## config.mk

```make
export PLATFORM = sky130hd
export DESIGN_NAME = chacc_cell
export DESIGN_NICKNAME = d
export VERILOG_FILES = /design/src/hdl/chacc_pkg.sv /design/src/hdl/chacc_cell.sv
export SDC_FILE = /design/constraint.sdc
export NUM_CORES = 1
export LEC_CHECK = 0
export CAP_MARGIN = 25
export CELL_PAD_IN_SITES_DETAIL_PLACEMENT = 1
export CELL_PAD_IN_SITES_GLOBAL_PLACEMENT = 1
export CORE_AREA = 2 2 247 249
export CTS_BUF_LIST = sky130_fd_sc_hd__clkbuf_8
export DETAILED_ROUTE_END_ITERATION = 10
export DIE_AREA = 0 0 249 251
export DONT_BUFFER_PORTS = 1
export PLACE_DENSITY_LB_ADDON = 0.1
export SLEW_MARGIN = 20
export SYNTH_ARGS = -nofsm -noshare
export SYNTH_HDL_FRONTEND = slang
export SYNTH_SLANG_ARGS = --single-unit
```

## constraint.sdc

```tcl
create_clock -name i_clk -period 7.95 [get_ports i_clk]
set_input_delay 0.795 -clock i_clk [delete_from_list [all_inputs] [get_ports i_clk]]
set_output_delay 0.795 -clock i_clk [all_outputs]
set_load 0.05 [all_outputs]
```

## src/hdl/chacc_pkg.sv

```systemverilog
// Package for the calorimeter cell hit accumulator.
// Holds table sizing, entry and control types, status codes and the saturating add.
// No dependencies.
package chacc_pkg;

    localparam int TABLE_DEPTH  = 64;
    localparam int CELL_ID_BITS = 16;
    localparam int CELL_W       = (CELL_ID_BITS < 16) ? CELL_ID_BITS : 16;
    localparam int CNT_W        = $clog2(TABLE_DEPTH + 1);
    localparam int IDX_W        = (TABLE_DEPTH > 1) ? $clog2(TABLE_DEPTH) : 1;

    typedef enum logic [2:0] {
        ST_IGNORED = 3'd0,
        ST_ACCUM   = 3'd1,
        ST_NEW     = 3'd2,
        ST_FULL    = 3'd3,
        ST_FLUSHED = 3'd4,
        ST_EMPTY   = 3'd5
    } t_status;

    typedef enum logic [1:0] {
        S_IDLE,
        S_UPDATE,
        S_FLUSH
    } t_state;

    typedef enum logic {
        OP_DEPOSIT = 1'b0,
        OP_FLUSH   = 1'b1
    } t_op;

    typedef struct packed {
        logic [CELL_W-1:0] cid;
        logic [31:0]       total;
        logic [31:0]       em;
        logic [31:0]       tm;
        logic signed [23:0] px;
        logic signed [23:0] py;
        logic signed [23:0] pz;
    } t_entry;

    typedef struct packed {
        logic match;
        logic load;
        logic upd;
        logic shift;
    } t_cell_ctl;

    typedef struct packed {
        t_status            status;
        logic [15:0]        cid;
        logic [31:0]        total;
        logic [31:0]        em;
        logic [31:0]        tm;
        logic signed [23:0] px;
        logic signed [23:0] py;
        logic signed [23:0] pz;
        logic [6:0]         count;
        logic               last;
    } t_result;

    function automatic logic [31:0] sat_add(input logic [31:0] a, input logic [23:0] b);
        logic [32:0] s;
        s = {1'b0, a} + 33'(b);
        return s[32] ? 32'hFFFF_FFFF : s[31:0];
    endfunction

endpackage

```

## src/hdl/chacc_cell.sv

```systemverilog
// One table cell: holds an entry, compares it against the broadcast key,
// takes updates, and shifts toward cell 0 on flush. Depends on chacc_pkg.
module chacc_cell import chacc_pkg::*; (
    input  logic              i_clk,
    input  t_cell_ctl         i_ctl,
    input  logic              i_valid,
    input  logic [CELL_W-1:0] i_key,
    input  t_entry            i_new,
    input  t_entry            i_next,
    input  logic [31:0]       i_total,
    input  logic [31:0]       i_em,
    output t_entry            o_entry,
    output logic              o_hit
);

    t_entry r_entry;
    logic   r_hit;

    always_ff @(posedge i_clk) begin
        if (i_ctl.match) begin
            r_hit <= i_valid && (r_entry.cid == i_key);
        end
        if (i_ctl.load) begin
            r_entry <= i_new;
        end else if (i_ctl.upd) begin
            r_entry.total <= i_total;
            r_entry.em    <= i_em;
        end else if (i_ctl.shift) begin
            r_entry <= i_next;
        end
    end

    assign o_entry = r_entry;
    assign o_hit   = r_hit;

endmodule

```

==> summary.txt, run 1 <==
STA
  • Worst rel slew slack: 0.4049
  • RSZ-0062 raised after global routing: false
  • Final setup vio count: 0
  • Final worst-path cycle share: 0.2888
  • Setup_tns: 0 ps
  • Worst-margin pin slew: 892.6 ps
  • Final Hold Fails: 0
  • Slew Limit Fails: 0
  • Clock Skew: 10.95 ps
  • Tmin final: 2296 ps
  • Fmax: 435.6 MHz

Critical path
  • CP endpoint kind: register
  • Critical-path maximum fanout: 250
  • CP required: 8120 ps
  • Worst Path Class, Setup: in -> reg
  • Buf/Inv on CP: 1
  • Max stage delay on crit path: 810 ps
  • Top delay family on crit path: buffers and inverters
  • CP Data Arrival Time: 2460 ps
  • Startpoint Class: input port
  • CP Cell Sequence: a21o_4, buf_4
  • Worst-path cell with the longest stage delay: buf_4

Global routing
  • Vias in the first global route: 5344
  • Tot GR Track Use: 0.09310
  • Initial antenna violation count: 8
  • Pin count of the biggest net entering global routing: 251
  • Global route overflow: 0
  • Global-route wire length before repair: 40110 um

Status
  • Outcome: finished clean

Finish
  • Commonest non-fill, non-tap cells in the layout: 185 x edfxtp_1, 120 x mux2_2, 65 x nand2_1, 64 x mux2i_1, 64 x o21ai_0
  • Area grow syn2layout: 13.43%
  • Most common cell after layout, fill and taps aside: edfxtp_1
  • Layout cell share with drive strength beyond 1: 0.2788
  • Fin nets: 997
  • Final instance area: 9723 um^2

Detailed routing
  • Number of vias per cell: 3.441
  • Number of routed nets with antenna violations: 0
  • Drt pass-1 iters: 4
  • Via count: 4625
  • Drc violations: 0
  • Wire per inst: 22.23 um
  • Initial DRC count: 192
  • Post-Route WL: 29870 um

CTS
  • H-tree depth: 4
  • Clock latency on the worst-skew pair: 530 ps
  • CTS clk-pin slew, worst paths: 100 ps
  • Clock net sink count: 185
  • Hold-fix buffers, CTS: 0
  • TritonCTS Buffers: 17
  • TritonCTS clock tree: done
  • CTS-repair resized insts: 0
  • Post-CTS Repair Setup Buffers: 0
  • Bufs on Longest Clock Path: 2
  • Root buffer cell: clkbuf_8

Place
  • Post-DP HPWL: 23830 um
  • Placer congestion estimate: 0.7354
  • Placed cell area: 9309 um^2
  • I/O Buffers: 0

Power and ir drop
  • Power Density: 256.5 nW/um^2
  • Pwr Total: 2494 uW
  • Max VDD drop: 0.0001093 V
  • Leakage power: 0.003232 uW

Floorplanning
  • IO Count: 639
  • Initial core utilization: 0.1434
  • DIE AREA: 62500 um^2
  • Die H: 251 um
  • Chip width: 249 um
  • Core ar.: 59790 um^2
  • Cell Rows: 90

Job
  • Max Cap Violations: 0

Synth
  • Seq/Total Area, Yosys: 0.6481
  • Syn nets: 1012
  • Cell area after synthesis: 8572 um^2
  • Synthesized flop and latch total: 185
  • Post-synthesis cell type count: 17
  • YS warnings: 0
  • Syn avg cell area: 15.36 um^2
  • Post-Syn Instances: 558

Hold path
  • Hold WC Path Type: in -> reg
metrics by stage:
| stage | instances | hold slack (ps) | utilization | worst slack [ps] |
|---|---|---|---|---|
| floorplan | 558 | 907.5 | - | 3739 |
| global placement | 1306 | 907.6 | 0.1557 | 5159 |
| detailed placement | 1306 | 907.7 | 0.1557 | 5073 |
| CTS | 1338 | 265.9 | 0.1624 | 5641 |
| global route | 1344 | 282.5 | 0.1626 | 5581 |
| finish | 1344 | 363.9 | 0.1626 | 5654 |
synthesized netlist by cell type, drive strengths merged:
cell type | n | area, um^2
nand4 | 3 | 18.77
or3 | 1 | 6.260
edfxtp | 185 | 5555
buf | 28 | 235.2
mux2i | 64 | 640.6
xor2 | 4 | 35.03
nand2 | 65 | 244.0
xnor2 | 12 | 105.1
mux2 | 120 | 1351
o21ai | 64 | 320.3
nor4 | 2 | 18.77
clkbuf | 8 | 30.03
a21o | 1 | 7.510
inv | 1 | 3.750
metal layers:
| layer | vias up | GRT usage | routed length, um |
|---|---|---|---|
| met5 | - | 0 | 13 |
| met2 | 303 | 0.1715 | 16660 |
| met4 | 2 | 0.05056 | 905 |
| li1 | 2074 | - | - |
| met3 | 38 | 0.04908 | 3082 |
| met1 | 2208 | 0.08094 | 9210 |
report_power, final:
group	leakage, uW	internal (uW)	switching (uW)
clock	0.000205	284	389
combinational	0.00114	77.4	66.2
sequential	0.00189	1210	464
total	0.00323	1580	919
layout make-up:
| class | count | area (um^2) |
|---|---|---|
| clock buffer | 17 | 234.0 |
| fill | 6693 | 50070 |
| multi-input combinational | 336 | 2756 |
| antenna | 6 | 15.01 |
| inverter | 1 | 3.754 |
| tap | 782 | 978.4 |
| sequential | 185 | 5555 |
| clock inverter | 15 | 165.2 |
| timing repair buffer | 2 | 15.01 |
flip-flops by register name, summed over array words and instances, names as in the netlist:
name     count
o_entry    184
o_hit        1
cells by family (layout without fill, tap and decap cells):
kind of cell,count (synthesis),in the layout,share of synthesized area
xor gates and xnor gates,16,16,0.01635
AOI/OAI and AO/OA,65,65,0.03824
other,0,6,0
and+or+nand+nor,71,71,0.03357
buffers and inverters,37,35,0.03138
muxes,184,184,0.2324
DFF,185,185,0.6481
worst paths after layout:
kind,end,cells after the start,slack (ps),start
max,o_entry[69],2,5650,i_ctl[2]
min,o_hit,0,360,i_ctl[3]
max reg2reg,o_hit,4,6210,o_entry[182]
min reg2reg,o_hit,3,1130,o_entry[175]
Note: power is estimated with default switching activity, not from simulation.
==> run 2, diff against run 1 <==
ABC_AREA = 1   (was not set)
CORE_AREA = 2 2 248 250   (was 2 2 247 249)
DIE_AREA = 0 0 250 252   (was 0 0 249 251)
clock period = 2.16 ns   (was 7.95 ns; I/O delays follow)
==> run 2 against run 1 <==
  * The flow now stops in clock tree synthesis
  * Synthesized cell count rose by 66%
  * Area after synthesis up 3.9%
==> summary.txt, run 2 <==
Status
  • Fail Step: clock tree synthesis
  • Outcome: aborted with a tool error (was finished clean)
  • Stop err: [ERROR RSZ-0060] Max buffer count reached.

Floorplanning
  • Chip width: 250 um (was 249 um)
  • Initial core utilization: 0.1481 (was 0.1434)
  • Cell Rows: 90 (unchanged)
  • Die H: 252 um (was 251 um)
  • IO Count: 639 (unchanged)

Place
  • Placed cell area: 9637 um^2 (was 9309 um^2)
  • I/O Buffers: 0 (unchanged)
  • Post-DP HPWL: 29620 um (was 23830 um)
  • Placer congestion estimate: 0.7716 (was 0.7354)

Synth
  • Yosys top cell by area: edfxtp_1 (unchanged)
  • Syn nets: 1380 (was 1012)
  • Seq/Total Area, Yosys: 0.6237 (was 0.6481)
  • Post-synth ARST share: 0 (unchanged)
  • Post-synthesis cell type count: 20 (was 17)
  • Area contributors post-synth: edfxtp_1 62%, nand2_1 19%, a21oi_1 6.2% (was edfxtp_1 65%, mux2_2 16%, mux2i_1 7.5%)
  • Syn avg cell area: 9.619 um^2 (was 15.36 um^2)
  • Post-synth EDFFs: 185 (unchanged)
  • Cell area after synthesis: 8907 um^2 (was 8572 um^2)
  • Synthesized flop and latch total: 185 (unchanged)
  • Post-Syn Instances: 926 (was 558)
  • YS warnings: 0 (unchanged)
  • Commonest cells in the netlist: 452 x nand2_1, 185 x edfxtp_1, 111 x a21oi_1 (was 185 x edfxtp_1, 120 x mux2_2, 65 x nand2_1)
  • Post-synth top area share: 0.6237 (was 0.6481)
  • Most used DFF post-synth: edfxtp_1 (unchanged)
  • Most common cell in the netlist: nand2_1 (was edfxtp_1)

CTS
  • Clock net sink count: 185 (unchanged)
  • CTS-repair resized insts: 0 (unchanged)
  • Bufs on Longest Clock Path: 2 (unchanged)
  • Hold-fix buffers, CTS: 341 (was 0)
  • Post-CTS Repair Setup Buffers: 0 (unchanged)
  • TritonCTS Buffers: 17 (unchanged)
  • H-tree depth: 4 (unchanged)
  • Root buffer cell: clkbuf_8 (unchanged)
-- run 2: kinds of logic after synthesis --
logic type	after synthesis	synth area share
XOR/XNOR	5	0.004916
buffers and inverters	76	0.06138
AND/OR/NAND/NOR	527	0.2276
flip-flops	185	0.6237
AO/OA/AOI/OAI	133	0.08245
-- run 2: per-stage QoR --
step           setup WS (ps)  TNS, ps  cells
2_1_floorplan         -683.3   -82000    926
3_3_place_gp           567.6        0   1670
3_5_place_dp           536.3        0   1670
==> run 3, diff against run 2 <==
CELL_PAD_IN_SITES_DETAIL_PLACEMENT = not set   (was 1)
CELL_PAD_IN_SITES_GLOBAL_PLACEMENT = not set   (was 1)
CORE_AREA = 2 2 250 252   (was 2 2 248 250)
CTS_BUF_LIST = not set   (was sky130_fd_sc_hd__clkbuf_8)
DIE_AREA = 0 0 252 254   (was 0 0 250 252)
PLACE_DENSITY_LB_ADDON = 0.15   (was 0.1)
==> run 3 against run 2 <==
  * The flow again stops in clock tree synthesis
  * Area after synthesis unchanged
  * Synthesized cell count stayed put
==> summary.txt, run 3 <==
Floorplanning
  • Initial core utilization: 0.1454 (was 0.1481)
  • Chip width: 252 um (was 250 um)
  • IO Count: 639 (unchanged)
  • Cell Rows: 91 (was 90)
  • Die H: 254 um (was 252 um)

Synth
  • Synth Area in XOR/XNOR: 0.004916 (unchanged)
  • YS warnings: 0 (unchanged)
  • Synth Area in Adders: 0 (unchanged)
  • Post-Synth Simple-Gate Area: 0.2276 (unchanged)
  • Yosys top cell by area: edfxtp_1 (unchanged)
  • Synthesized flop and latch total: 185 (unchanged)
  • Post-Syn Instances: 926 (unchanged)
  • Area contributors post-synth: edfxtp_1 62%, nand2_1 19%, a21oi_1 6.2% (unchanged)
  • Cell area after synthesis: 8907 um^2 (unchanged)
  • Largest family of logic cells by synthesized area: simple AND/OR/NAND/NOR gates (unchanged)
  • Post-synth ARST share: 0 (unchanged)
  • Most common cell in the netlist: nand2_1 (unchanged)
  • Most used DFF post-synth: edfxtp_1 (unchanged)
  • Post-synth top area share: 0.6237 (unchanged)
  • Seq/Total Area, Yosys: 0.6237 (unchanged)
  • Multiplexer share of the synthesized area: 0 (unchanged)
  • Post-synthesis cell type count: 20 (unchanged)
  • Compound-Gate Fraction of Synth Area: 0.08246 (unchanged)
  • Syn avg cell area: 9.619 um^2 (unchanged)
  • Commonest cells in the netlist: 452 x nand2_1, 185 x edfxtp_1, 111 x a21oi_1 (unchanged)
  • Syn nets: 1380 (unchanged)
  • Post-synth EDFFs: 185 (unchanged)

Status
  • Outcome: aborted with a tool error (unchanged)
  • Stop err: [ERROR RSZ-0060] Max buffer count reached. (unchanged)
  • Fail Step: clock tree synthesis (unchanged)

CTS
  • Bufs on Longest Clock Path: 2 (unchanged)
  • Hold-fix buffers, CTS: 343 (was 341)
  • CTS-repair resized insts: 0 (unchanged)
  • Root buffer cell: clkbuf_16 (was clkbuf_8)
  • Clock net sink count: 185 (unchanged)
  • Post-CTS Repair Setup Buffers: 0 (unchanged)
  • TritonCTS Buffers: 17 (unchanged)
  • H-tree depth: 4 (unchanged)

Place
  • Dpl cells: 1676 (was 1670)
  • Post-DP HPWL: 25860 um (was 29620 um)
  • I/O Buffers: 0 (unchanged)
  • Placed cell area: 9607 um^2 (was 9637 um^2)
  • DP Worst Slack: 575.9 ps (was 536.3 ps)
  • Placer congestion estimate: 0.8283 (was 0.7716)
[run 3: cells by family after synthesis]
kind of cell | after synthesis
flops | 185
buf+inv | 76
simple gates | 527
xor+xnor | 5
compound gates | 133
[run 3: stage by stage]
step           hold WS, ps  setup TNS, ps
3_5_place_dp         328.9              0
3_3_place_gp         328.9              0
2_1_floorplan        328.5         -82000
